### src/design/gce_pkg.sv
// Shared types, codes and helpers for the graph-cut pixel energy block.
package gce_pkg;

  // Input item kinds
  localparam logic [1:0] MODE_PIXEL = 2'd0;
  localparam logic [1:0] MODE_FORE  = 2'd1;
  localparam logic [1:0] MODE_BACK  = 2'd2;
  localparam logic [1:0] MODE_SKIP  = 2'd3;

  // Seed labels
  localparam logic [1:0] SEED_NONE  = 2'd0;
  localparam logic [1:0] SEED_FORE  = 2'd1;
  localparam logic [1:0] SEED_BACK  = 2'd2;
  localparam logic [1:0] SEED_SPARE = 2'd3;

  // Register indexes on the APB port
  localparam logic [1:0] REG_WIDTH  = 2'd0;
  localparam logic [1:0] REG_HEIGHT = 2'd1;
  localparam logic [1:0] REG_SCALE  = 2'd2;
  localparam logic [1:0] REG_COLOR  = 2'd3;

  // Operand slots for the shared sqrt and divide units
  localparam logic [1:0] OP_FORE = 2'd0;
  localparam logic [1:0] OP_BACK = 2'd1;
  localparam logic [1:0] OP_LEFT = 2'd2;
  localparam logic [1:0] OP_UP   = 2'd3;

  localparam logic [23:0] INF_COST = 24'hFFFFFF;

  typedef enum logic [3:0] {
    S_IDLE, S_DIST, S_SCAN, S_SQ_GO, S_SQ_WAIT, S_MUL1, S_MUL2, S_MUL3,
    S_DV_GO, S_DV_WAIT, S_DONE
  } gce_state_t;

  // Squared RGB distance of two packed pixels
  function automatic logic [17:0] sq_dist(input logic [23:0] a, input logic [23:0] b);
    logic [7:0]  dr, dg, db;
    logic [15:0] sr, sg, sb;
    dr = (a[23:16] >= b[23:16]) ? a[23:16] - b[23:16] : b[23:16] - a[23:16];
    dg = (a[15:8] >= b[15:8]) ? a[15:8] - b[15:8] : b[15:8] - a[15:8];
    db = (a[7:0] >= b[7:0]) ? a[7:0] - b[7:0] : b[7:0] - a[7:0];
    sr = 16'(dr) * 16'(dr);
    sg = 16'(dg) * 16'(dg);
    sb = 16'(db) * 16'(db);
    return 18'(sr) + 18'(sg) + 18'(sb);
  endfunction

endpackage

### src/design/gce_div.sv
// Iterative restoring divider, 24 quotient bits, one bit per cycle.
module gce_div import gce_pkg::*; (
  input  logic        clk,
  input  logic        rst,
  input  logic        start,
  input  logic [43:0] num,
  input  logic [19:0] den,
  output logic        done,
  output logic [23:0] quot
);

  logic        busy;
  logic [4:0]  cnt;
  logic [19:0] dvs;
  logic [19:0] rem;
  logic [23:0] low;
  logic [20:0] rem_sh;
  logic        fits;

  assign rem_sh = {rem, low[23]};
  assign fits   = rem_sh >= 21'(dvs);

  // Control: run twenty-four steps after start
  always_ff @(posedge clk) begin
    if (rst) begin
      busy <= 1'b0;
      done <= 1'b0;
      cnt  <= '0;
    end else begin
      done <= busy && (cnt == 5'd23);
      if (start) begin
        busy <= 1'b1;
        cnt  <= '0;
      end else if (busy) begin
        cnt <= cnt + 5'd1;
        if (cnt == 5'd23) busy <= 1'b0;
      end
    end
  end

  // Datapath: the quotient fits 24 bits, so start from the top numerator bits
  always_ff @(posedge clk) begin
    if (start) begin
      dvs  <= den;
      rem  <= num[43:24];
      low  <= num[23:0];
      quot <= '0;
    end else if (busy) begin
      rem  <= fits ? 20'(rem_sh - 21'(dvs)) : rem_sh[19:0];
      low  <= {low[22:0], 1'b0};
      quot <= {quot[22:0], fits};
    end
  end

endmodule

### config.mk
export PLATFORM = sky130hd
export DESIGN_NAME = gce_div
export DESIGN_NICKNAME = d
export VERILOG_FILES = /design/src/design/gce_pkg.sv /design/src/design/gce_div.sv
export SDC_FILE = /design/constraint.sdc
export NUM_CORES = 1
export LEC_CHECK = 0
export BUFFER_PORTS_ARGS = -buffer_cell sky130_fd_sc_hd__buf_4
export CORE_MARGIN = 5
export CORE_UTILIZATION = 40
export CTS_CLUSTER_DIAMETER = 30
export DETAILED_ROUTE_END_ITERATION = 8
export PLACE_DENSITY = 0.6
export SKIP_LAST_GASP = 1
export SYNTH_ARGS = -nofsm -noshare
export SYNTH_HDL_FRONTEND = slang
export SYNTH_SLANG_ARGS = --single-unit
### constraint.sdc
create_clock -name clk -period 3.2 [get_ports clk]
set_input_delay 0.32 -clock clk [delete_from_list [all_inputs] [get_ports clk]]
set_output_delay 0.32 -clock clk [all_outputs]
set_load 0.005 [all_outputs]
After elaboration in Yosys (flattened, before gate mapping)
Cells that the tools add are included.
W data, S select, Z words.
{"block": "word_totals", "wordCells": 22, "in_bits": 67, "out_inout_bits": 25, "register_bits": 95}
{"block": "op_classes", "n_lt_le_gt_ge": 1, "n_reduce_logical": 3, "n_eq_ne": 1, "mux": 8, "add_sub_neg": 2}
{"cell": "$mux W20", "n": 3}
{"cell": "$mux W24", "n": 2}
{"cell": "$ge A21 B20 Y1", "n": 1}
{"cell": "$sub A20 B20 Y20", "n": 1}
{"cell": "$add A5 B1 Y5 const B", "n": 1}
{"cell": "$eq A5 B5 Y1 const B", "n": 1}
{"cell": "$mux W1", "n": 3}
{"cell": "$reduce_bool A2 Y1", "n": 1}
{"cell": "$reduce_or A2 Y1", "n": 1}
{"cell": "$logic_and A1 B1 Y1", "n": 1}

Logic depth before layout (Yosys ltp)
{"block": "depth", "ltp_word": 4, "depth_mapped": 11, "depth_no_buf": 10}

Worst setup path before layout
No wires, ideal clock.
{"block": "synth_timing", "path_type": "reg2reg", "from": "register rem[10]", "to": "register rem[11] (data pin)", "path_stages_with_launch": 11, "path_buffers": 3, "path_slack_ps": 765, "t_arrival_ps": 2167, "period_less_slack_ps": 2435, "required_time_ps": 2932, "setup_time_ps": 268, "path_cell_list": "edfxtp_1 ha_1 buf_4 and3_4 nand4_1 or3_4 and3_1 buf_6 buf_6 a41oi_2 o31ai_1"}
{"block": "synth_via", "elab_chain_len": 4, "word_cells_on_any_way": 5, "classes_between": "add/sub: 1; order compare: 1; mux: 3"}
{"element": "start, declared", "line_no": "gce_div.sv:15", "text": "logic [19:0] rem;"}
{"element": "start signal, assigned", "line_no": "gce_div.sv:45", "text": "rem <= num[43:24];"}
{"element": "start signal, assigned", "line_no": "gce_div.sv:49", "text": "rem <= fits ? 20'(rem_sh - 21'(dvs)) : rem_sh[19:0];"}
{"element": "$sub A20 B20 Y20 / $ge A21 B20 Y1 (equally long branches)", "line_no": "gce_div.sv:49, gce_div.sv:21"}
{"element": "$mux W20 *", "line_no": "gce_div.sv:49"}
{"element": "$mux W20 *", "line_no": "gce_div.sv:48", "text": "end else if (busy) begin"}
{"element": "$mux W20 *", "line_no": "gce_div.sv:43", "text": "if (start) begin"}
Mark *: on every way between the ends. The rest lies on a longest branch, timed or not. The select of a mux whose other input is x is not followed.
A chain may end at the register's enable or synchronous reset.

Worst setup path in the final report
{"block": "layout_timing", "from": "register rem[14]", "to": "register rem[14] (data pin)"}
{"block": "layout_via", "elab_chain_len": 4}
{"element": "$ge A21 B20 Y1", "line_no": "gce_div.sv:21", "text": "assign fits = rem_sh >= 21'(dvs);"}
{"element": "$mux W20", "line_no": "gce_div.sv:49"}
{"element": "$mux W20", "line_no": "gce_div.sv:48"}
{"element": "$mux W20", "line_no": "gce_div.sv:43"}
Every way passes these cells. The select of a mux whose other input is x is not followed.

==> results.tsv <==
metric	value	unit
setup_tns	0	ns
Worst-Skew Late Latency	0.35	ns
worst path bufs/invs	0	
Layout Skew	0.006854	ns
Slowest-stage cell, CP	edfxtp_1	
slew margin rel.	58.16	%
synth warn	0	
Crit Path Max Fanout	10	
Rows	41	
Pleak	2.576	nW
Hold Slack	0.1463	ns
die width	123.6	um
first-pass GRT wire length	19.56	mm
Worst-path clk slew	0.07	ns
Yosys reg bits	95	
placed instance count	723	
max capacitance violation total	0	
top post-synthesis cells by area	edfxtp_1 (37%), dfxtp_1 (12%), ha_1 (5.1%), mux2_2 (5.0%), mux2i_1 (4.8%)	
Final setup viols	0	
critical path cell sequence	ha_1 -> o21ai_0 -> nor3_1 -> o31ai_1 -> nand3_2 -> o21ai_2 -> o221ai_1	
RSZ-0062 raised after global routing	false	
grt ovf	0	
largest area contributor in the netlist	edfxtp_1	
worst-margin pin slew	0.6221	ns
minimum clock period after layout	2.943	ns
Num CTS Buffers	9	
CP top delay family	compound AO/OA/AOI/OAI gates	
combined area of all synthesized cells	5160	sq um
Post-layout nets	651	
Final Hold Vio Count	0	
CTS Hold Bufs	0	
Post-synth EDFFs	64	
vias in the first global route	4035	
CTS sink cnt	95	
Setup WS post-layout	0.2568	ns
via count	3917	
HP Start	den[15]	
ANT cells	0	
initial core utilization	40.89	%
DR WL/cell	16.60	um
fin. max-slew vios	0	
vias per cell	5.300	
root buffer cell	clkbuf_16	
fin crit share	91.97	%
Max Freq	339.8	MHz
async set-reset flop share out of synthesis	0	%
Worst Reg-to-Reg Cells	7	
Area Overhead vs Synth	22.60	%
PortBufs	91	
Final ANT Viol Nets	0	
critical path depth	7	
Die Y	123.6	um
Worst Hold Class	in -> reg	
FF-to-FF setup slack	0.26	ns
share of layout cells above drive strength 1	27.69	%
status	finished clean	
post-CTS setup repair buffer count	0	
P per Cell Area	613.6	nW/um^2
sequential cell area fraction in the yosys report	49.27	%
Critical Path Max Stage Delay	0.44	ns
number of remaining DRC errors	0	
core area	12620	sq um
WS Path Type	reg -> reg	
final non-filler cell total	739	
Final GP Congestion	0.8508	
DP HPWL	8.830	mm
largest net degree at the start of global routing	62	
I/O Pins	92	
Hold Path Sink	dvs[15]	
Critical Path AT	3.02	ns
critical path startpoint category	register	
reg2reg end	rem[14]	
syn_area_per_cell	10.89	sq um
GRT Util Overall	16.50	%
Clock Path Buffers	2	
Peak VDD IR	208.3	uV
Reg2Reg Launch Point	rem[14]	
final cell utilization of the core	50.13	%
Syn Nets	563	
share of the synthesized area in the top cell type	37.25	%
Die Area	15270	sq um
Cells after Synth	474	
first-pass iteration count of the detailed router	4	
CP Capture Type	register	
CTS tree	yes	
First DRT Iteration DRCs	263	
CP required	3.27	ns
pre-CTS setup slack	0.1749	ns
# H-tree levels	3	
synth cell count leaders	edfxtp_1 (64), nor2_1 (40), dfxtp_1 (31), nand2_1 (27), inv_1 (26)	
count leader, synth	edfxtp_1	
WHS Path Cells	1	
Synth Flop Type	edfxtp_1	
initial antenna violation count	0	
post-synth cell types	67	
final WL	12.27	mm
[layout by cell type, fill, tap and decap left out, types with 4 or more instances in the layout]
| cell type | count |
|---|---|
| dfxtp_1 | 31 |
| a31oi_1 | 7 |
| a21o_1 | 5 |
| o211ai_1 | 5 |
| nand3_1 | 10 |
| xor2_1 | 9 |
| nand2_1 | 27 |
| nor3_1 | 11 |
| edfxtp_1 | 64 |
| a21oi_1 | 16 |
| xnor2_1 | 7 |
| o31ai_1 | 6 |
| ha_1 | 21 |
| mux2_2 | 23 |
| buf_4 | 104 |
| mux2i_1 | 25 |
| nor2_1 | 40 |
| o21ai_0 | 17 |
| inv_1 | 26 |
| a41oi_1 | 5 |
| nand4_1 | 9 |
| clkbuf_16 | 10 |
| and2_1 | 12 |
| o21a_1 | 4 |
[worst max path at each step]
stage | startpoint | endpoint | slack, ns
after floorplan | rem[10] | rem[11] | 0.77
after global placement | rem[14] | rem[0] | 0.10
after detailed placement | rem[14] | rem[0] | 0.17
after CTS | rem[14] | rem[0] | 0.14
after global routing | rem[14] | rem[4] | 0.1
final | rem[14] | rem[14] | 0.26
[through the flow]
step	instance area, sq um	total power (W)
2_1_floorplan	5160	0.002477
3_3_place_gp	6031	0.002828
3_5_place_dp	6031	0.002834
4_1_cts	6325	0.003919
5_1_grt	6326	0.004118
6_report	6326	0.003882
[cell families after synthesis]
| logic type | count (synthesis) | share of synthesized area, % |
|---|---|---|
| xor gates and xnor gates | 16 | 2.716 |
| buffers and inverters | 54 | 4.704 |
| DFF | 95 | 49.27 |
| adders and majority gates | 22 | 5.480 |
| AOI/OAI and AO/OA | 101 | 14.36 |
| and+or+nand+nor | 138 | 13.60 |
| muxes | 48 | 9.869 |
[routing by layer]
layer | vias up | track usage [%] | share of wire, %
met4 | 0 | 6.990 | 2.0
met1 | 1864 | 20.48 | 43
met2 | 95 | 26.57 | 48
li1 | 1941 | - | -
met5 | - | 0 | 0
met3 | 17 | 5.223 | 6.8
[flip-flops by register name, summed over array words and instances (netlist names)]
| name | cells |
|---|---|
| busy | 1 |
| done | 1 |
| rem | 20 |
| cnt | 5 |
| low | 24 |
| quot | 24 |
| dvs | 20 |
[worst reg2reg max path, delay by kind of cell, from the launching register on]
kind,cells,cell delay (ns)
flops,1,0.44
fa+ha+maj,1,0.44
compound gates,4,1.35
simple gates,2,0.44
[area by class of cell]
cell class                 instances  area, sq um
clock buffer                      13        271.5
sequential                        95         2542
inverter                          26        97.59
multi-input combinational        325         2376
tap                              172        215.2
clock inverter                     3        22.52
fill                            1237         6294
timing repair buffer             105        800.8
[where the power goes]
group	total [W]	internal (W)	switching, W
Clock	0.00106	0.000601	0.000456
Sequential	0.00154	0.00148	0.0000627
Combinational	0.00128	0.000547	0.000735
[what timing repair did]
| item | 4_1_cts | 5_1_grt |
|---|---|---|
| resized for setup | 0 | 1 |
| endpoints found under the hold margin | 0 | 0 |
| setup endpoints to repair | 0 | 2 |
Note: power is estimated with default switching activity, not from simulation.
