$ cat src/design/gce_pkg.sv
// Shared types, codes and helpers for the graph-cut pixel energy block.
package gce_pkg;

  // Input item kinds
  localparam logic [1:0] MODE_PIXEL = 2'd0;
  localparam logic [1:0] MODE_FORE  = 2'd1;
  localparam logic [1:0] MODE_BACK  = 2'd2;
  localparam logic [1:0] MODE_SKIP  = 2'd3;

  // Seed labels
  localparam logic [1:0] SEED_NONE  = 2'd0;
  localparam logic [1:0] SEED_FORE  = 2'd1;
  localparam logic [1:0] SEED_BACK  = 2'd2;
  localparam logic [1:0] SEED_SPARE = 2'd3;

  // Register indexes on the APB port
  localparam logic [1:0] REG_WIDTH  = 2'd0;
  localparam logic [1:0] REG_HEIGHT = 2'd1;
  localparam logic [1:0] REG_SCALE  = 2'd2;
  localparam logic [1:0] REG_COLOR  = 2'd3;

  // Operand slots for the shared sqrt and divide units
  localparam logic [1:0] OP_FORE = 2'd0;
  localparam logic [1:0] OP_BACK = 2'd1;
  localparam logic [1:0] OP_LEFT = 2'd2;
  localparam logic [1:0] OP_UP   = 2'd3;

  localparam logic [23:0] INF_COST = 24'hFFFFFF;

  typedef enum logic [3:0] {
    S_IDLE, S_DIST, S_SCAN, S_SQ_GO, S_SQ_WAIT, S_MUL1, S_MUL2, S_MUL3,
    S_DV_GO, S_DV_WAIT, S_DONE
  } gce_state_t;

  // Squared RGB distance of two packed pixels
  function automatic logic [17:0] sq_dist(input logic [23:0] a, input logic [23:0] b);
    logic [7:0]  dr, dg, db;
    logic [15:0] sr, sg, sb;
    dr = (a[23:16] >= b[23:16]) ? a[23:16] - b[23:16] : b[23:16] - a[23:16];
    dg = (a[15:8] >= b[15:8]) ? a[15:8] - b[15:8] : b[15:8] - a[15:8];
    db = (a[7:0] >= b[7:0]) ? a[7:0] - b[7:0] : b[7:0] - a[7:0];
    sr = 16'(dr) * 16'(dr);
    sg = 16'(dg) * 16'(dg);
    sb = 16'(db) * 16'(db);
    return 18'(sr) + 18'(sg) + 18'(sb);
  endfunction

endpackage

$ cat src/design/gce_sqrt.sv
// Iterative square root of value * 65536, two radicand bits per cycle.
module gce_sqrt import gce_pkg::*; (
  input  logic        clk,
  input  logic        rst,
  input  logic        start,
  input  logic [17:0] value,
  output logic        done,
  output logic [16:0] root
);

  logic        busy;
  logic [4:0]  cnt;
  logic [33:0] src;
  logic [18:0] rem;
  logic [20:0] rem_sh;
  logic [20:0] trial;
  logic        fits;

  assign rem_sh = {rem, src[33:32]};
  assign trial  = 21'({root, 2'b01});
  assign fits   = rem_sh >= trial;

  // Control: run seventeen steps after start
  always_ff @(posedge clk) begin
    if (rst) begin
      busy <= 1'b0;
      done <= 1'b0;
      cnt  <= '0;
    end else begin
      done <= busy && (cnt == 5'd16);
      if (start) begin
        busy <= 1'b1;
        cnt  <= '0;
      end else if (busy) begin
        cnt <= cnt + 5'd1;
        if (cnt == 5'd16) busy <= 1'b0;
      end
    end
  end

  // Datapath: restoring root step
  always_ff @(posedge clk) begin
    if (start) begin
      src  <= {value, 16'b0};
      rem  <= '0;
      root <= '0;
    end else if (busy) begin
      src  <= {src[31:0], 2'b00};
      rem  <= fits ? 19'(rem_sh - trial) : rem_sh[18:0];
      root <= {root[15:0], fits};
    end
  end

endmodule

$ cat config.mk
export PLATFORM = sky130hd
export DESIGN_NAME = gce_sqrt
export DESIGN_NICKNAME = d
export VERILOG_FILES = /design/src/design/gce_pkg.sv /design/src/design/gce_sqrt.sv
export SDC_FILE = /design/constraint.sdc
export NUM_CORES = 1
export LEC_CHECK = 0
export ABC_AREA = 1
export BUFFER_PORTS_ARGS = -buffer_cell sky130_fd_sc_hd__clkbuf_2
export CORE_AREA = 4 4 88 90
export DETAILED_ROUTE_END_ITERATION = 10
export DIE_AREA = 0 0 92 94
export MAX_ROUTING_LAYER = met4
export PLACE_DENSITY = 0.75
export SLEW_MARGIN = 10
export SYNTH_ARGS = -nofsm -noshare
export SYNTH_HDL_FRONTEND = slang
export SYNTH_SLANG_ARGS = --single-unit
$ cat constraint.sdc
create_clock -name clk -period 1.9 [get_ports clk]
set_input_delay 0.19 -clock clk [delete_from_list [all_inputs] [get_ports clk]]
set_output_delay 0.19 -clock clk [all_outputs]
set_load 0.02 [all_outputs]
### Yosys cells after proc, flatten, opt, wreduce, memory -nomap -nowiden

Index checks and enable logic that the tools add are counted.

| word-level totals | value |
|---|---|
| input bits | 21 |
| register bits | 61 |
| output and inout bits | 18 |

| operators by class | value |
|---|---|
| reductions and logical operators | 3 |
| order comparisons | 1 |
| multiplexer cells | 6 |
| $add $sub $neg | 2 |
| equal/unequal tests | 1 |

Operator list:

| kind | count |
|---|---|
| two-way mux 34 bit | 2 |
| >= comparator 21 x 19 -> 1 bit | 1 |
| two-way mux 19 bit | 1 |
| subtractor 19 bit | 1 |
| adder 5 x 1 -> 5 bit (second input constant) | 1 |
| == test 5 bit (second input constant) | 1 |
| two-way mux 1 bit | 3 |
| nonzero test 2 bit | 1 |
| OR reduction 2 bit | 1 |
| logical AND 1 bit | 1 |

### Longest topological paths before layout

| depth | value |
|---|---|
| depth after elaboration | 4 |
| depth in mapped cells | 15 |

### Least setup slack after synthesis

Ideal clock, no wire load.

| path | value |
|---|---|
| kind | flip-flop to flip-flop |
| start point | reg root[1] |
| end point | reg rem[4] |
| stages on the path, launching flop included | 14 |
| path slack | -0.100 ns |
| required time | 1.780 ns |
| setup time | 0.120 ns |
| arrival time | 1.881 ns |
| path through | dfxtp_1 > inv_1 > ha_1 > nand2_1 > inv_1 > a21oi_1 > nand2_1 > nand2_1 > nand2_2 > nand2_2 > nand2_4 > buf_6 > o211ai_1 > nand2_1 |

| on the way | value |
|---|---|
| word-level cells in the longest chain between the ends | 2 |
| elaborated cells on any way between the ends | 3 |
| classes of those cells | add/sub: 1; order compare: 1; mux: 1 |

RTL lines:

| element | RTL line | source |
|---|---|---|
| start: declaration | gce_sqrt.sv:8 | `output logic [16:0] root` |
| start signal: assignment | gce_sqrt.sv:50 | `root <= {root[15:0], fits};` |
| subtractor 19 bit or >= comparator 21 x 19 -> 1 bit (tied branches) | gce_sqrt.sv:49, gce_sqrt.sv:21 |  |
| two-way mux 19 bit * | gce_sqrt.sv:49 | `rem <= fits ? 19'(rem_sh - trial) : rem_sh[18:0];` |
| end signal: assignment | gce_sqrt.sv:49 |  |
| end: declaration | gce_sqrt.sv:14 | `logic [18:0] rem;` |

Mark *: on every way between the ends. The rest lies on a longest branch, timed or not.
A chain may end at the register's enable or synchronous reset.

### Final worst setup path

| path | value |
|---|---|
| start point | reg root[4] |
| end point | reg rem[3] |

| on the way | value |
|---|---|
| word-level cells in the longest chain between the ends | 2 |

RTL lines:

| element | RTL line | source |
|---|---|---|
| >= comparator 21 x 19 -> 1 bit | gce_sqrt.sv:21 | `assign fits = rem_sh >= trial;` |
| two-way mux 19 bit | gce_sqrt.sv:49 |  |

Every way passes these cells.

==> reports/qor.txt <==
post-route minimum period = 2.07 ns
core area = 7060 um2
Global Route Usage Sum = 27.9%
Inserted Clock Buffers = 9
slowest stage delay, CP = 0.34 ns
Least-Margin Pin Slew = 0.534 ns
Synth async-reset ratio = 0%
R2R setup slack = -0.17 ns
sequential share of power = 18.8%
Net Switching = 4.04 mW
post-layout util = 75.6%
Post-synth EDFFs = 18
CTS Sinks = 61
Final setup viols = 20
RR Endpoint = rem[3]$_SDFFE_PP0P_
crit path capture type = flop
Port Buffer Count = 38
vias in the first global route = 3959
Worst Path Arrival = 2.33 ns
# IOs = 39
status = finished, violations left
Sw Share = 46.3%
Skew-Pair Late Insertion Delay = 0.36 ns
CP delay by family, top = simple AND/OR/NAND/NOR gates
unrepaired setup endpoints after global routing = true
first-pass GRT wire length = 18400 um
area leader, netlist = dfxtp_1
P&R area growth vs syn = 46.1%
DIE AREA = 8650 um2
Final Hold Vio Count = 0
GPL Wtd Cong = 0.955
1st-pass router iterations = 6
Logic pwr share = 68.1%
Pleak = 2.68 nW
Avg Cell Area, Syn = 6.97 um2
Syn Nets = 566
CP max stage cell = dfxtp_2
Cells after Synth = 524
most common cell in the netlist = nand2_1
Mapped Area = 3650 um2
Final period util = 109%
post-route setup slack = -0.174 ns
Clock Skew = 0.0161 ns
Critical R2R Launch = root[4]$_SDFFE_PP0P_
drt wl/cell = 16.0 um
Yosys Warn Count = 0
Max Slew Vio Count = 0
worst hold slack = 0.0245 ns
Req. time, crit path = 2.15 ns
Site Rows = 31
post-synthesis register bit count = 61
Initial Util = 51.7%
Max Cap Viol = 0
top cells by area, synth = dfxtp_1, nand2_1, edfxtp_1
antenna-violating nets left = 0
Hold Path Depth = 2
fmax = 482 MHz
synth cell count leaders = nand2_1, inv_1, dfxtp_1
Worst-path clk slew = 0.07 ns
via count = 4129
layout cells sized above 1 = 38.8%
HP Start = rst
sequential share of the synthesized area = 38.4%
total gr overflow = 0
Die W = 92 um
CTS tree = built
most used cell, CP = nand2_4
WHS Endpoint = busy$_SDFF_PP0_
failing checks = negative setup slack
CP startpoint kind = flop
initial antenna violation count = 0
drt total wl = 12100 um
post-detail-place hpwl = 7240 um
fin nets = 697
Hold Path Class = primary input to flop
DRT iter0 DRCs = 367
via-per-instance ratio = 5.44
PD cells = 1630 nW/um2
clock tree buffer depth = 2
clock share of power = 13.1%
Cell Chain, Critical Path = inv_2, ha_4, nand2_4, inv_4, nand2_4, nor3_4, nand2_2, nand2_4, nand2_8, buf_8, nand4_1, nand3_1, nand2_1, inv_1
DRC viols = 0
Buf/Inv on CP = 4
Hold Buf Count CTS = 0
CP max FO = 6
pin count of the biggest net entering global routing = 27
number of antenna diodes = 0
htree depth = 3
Internal = 4.68 mW
r2r worst-path depth = 14
Slew headroom = 64.4%
worst setup path class = flop to flop
root buffer cell = clkbuf_8
Synth Flop Type = dfxtp_1
TNS Setup = -2.39 ns
maximum vdd drop = 0.000803 V
post-synth top area share = 23.6%
die height = 94 um
unique cell type count in the Yosys netlist = 36
[worst reg2reg max path, stage by stage (launching register included)]
cell and delay (ns):
dfxtp_2 0.34, inv_2 0.05, ha_4 0.30, nand2_4 0.07, inv_4 0.07, nand2_4 0.06
nor3_4 0.26, nand2_2 0.13, nand2_4 0.13, nand2_8 0.11, buf_8 0.17, nand4_1 0.08
nand3_1 0.09, nand2_1 0.07, inv_1 0.04
[stage by stage]
stage / setup slack (ns) / cells / power [mW] / instance area [um2]
6_report: -0.174 / 759 / 8.72 / 5340
5_1_grt: -0.249 / 759 / 9.15 / 5340
4_1_cts: -0.00291 / 747 / 7.77 / 5090
3_5_place_dp: -0.136 / 723 / 5.54 / 4520
3_3_place_gp: -0.0930 / 723 / 5.47 / 4520
2_1_floorplan: 0.00267 / 524 / 4.27 / 3710
[registers in the layout (all words and copies together), names as in the netlist]
register,count
rem,19
src,18
root,17
cnt,5
busy,1
done,1
[cells by family after synthesis]
kind of cell	count (synthesis)	share of synthesized area (%)
xor+xnor	9	2.16
buf+inv	100	10.9
simple gates	279	32.9
fa+ha+maj	21	7.20
compound gates	54	8.43
flops	61	38.4
[final cells by class]
class | count | area [um2]
Clock buffer | 11 | 131
Timing Repair Buffer | 133 | 975
Fill cell | 494 | 1720
Clock inverter | 5 | 52.6
Multi-Input combinational cell | 365 | 2300
Tap cell | 99 | 124
Inverter | 85 | 324
Sequential cell | 61 | 1430
[placed cells by master, fill, tap and decap left out, types with 9 or more instances in the layout]
cell type / n
nand2_1: 161
buf_4: 89
inv_1: 63
nand3_1: 39
clkbuf_2: 38
dfxtp_2: 22
dfxtp_1: 21
nor2_1: 20
inv_2: 18
edfxtp_1: 18
ha_4: 17
o22ai_1: 16
nand4_1: 15
nand2_2: 14
a21oi_1: 12
a21oi_2: 9
clkbuf_8: 9
[power groups by stage]
stage | logic (mW) | registers, mW | clock network, mW
floorplan | 2.65 | 1.61 | 0
finish | 5.94 | 1.64 | 1.14
global route | 6.29 | 1.65 | 1.21
global placement | 3.86 | 1.61 | 0
detailed placement | 3.93 | 1.62 | 0
CTS | 5.01 | 1.62 | 1.15
[worst max path at each step]
stage	start	endpoint	slack (ns)	depth (start not counted)
floorplan	root[12]$_SDFFE_PP0P_	rem[4]$_SDFFE_PP0P_	0.003	11
global placement	root[6]$_SDFFE_PP0P_	rem[12]$_SDFFE_PP0P_	-0.09	13
detailed placement	root[2]$_SDFFE_PP0P_	rem[12]$_SDFFE_PP0P_	-0.14	13
CTS	root[16]$_SDFFE_PP0P_	rem[18]$_SDFFE_PP0P_	-0.003	11
global route	root[4]$_SDFFE_PP0P_	rem[3]$_SDFFE_PP0P_	-0.25	14
finish	root[4]$_SDFFE_PP0P_	rem[3]$_SDFFE_PP0P_	-0.17	14
[per-layer routing]
metal / part of all wire, % / GRT usage [%] / vias up
met3: 7.5 / 5.05 / 66
met4: 5.2 / 13.6 / 0
met1: 39 / 31.6 / 1898
li1: - / - / 1951
met2: 48 / 47.7 / 214
met5: 0 / - / -
[timing repair]
item | CTS | global route
pin swaps | 23 | 41
hold endpoints to repair | 0 | 0
gates cloned | 4 | 0
setup buffers | 4 | 12
setup endpoints to repair | 20 | 20
gates resized for setup | 52 | 51
Note: power is estimated with default switching activity, not from simulation.
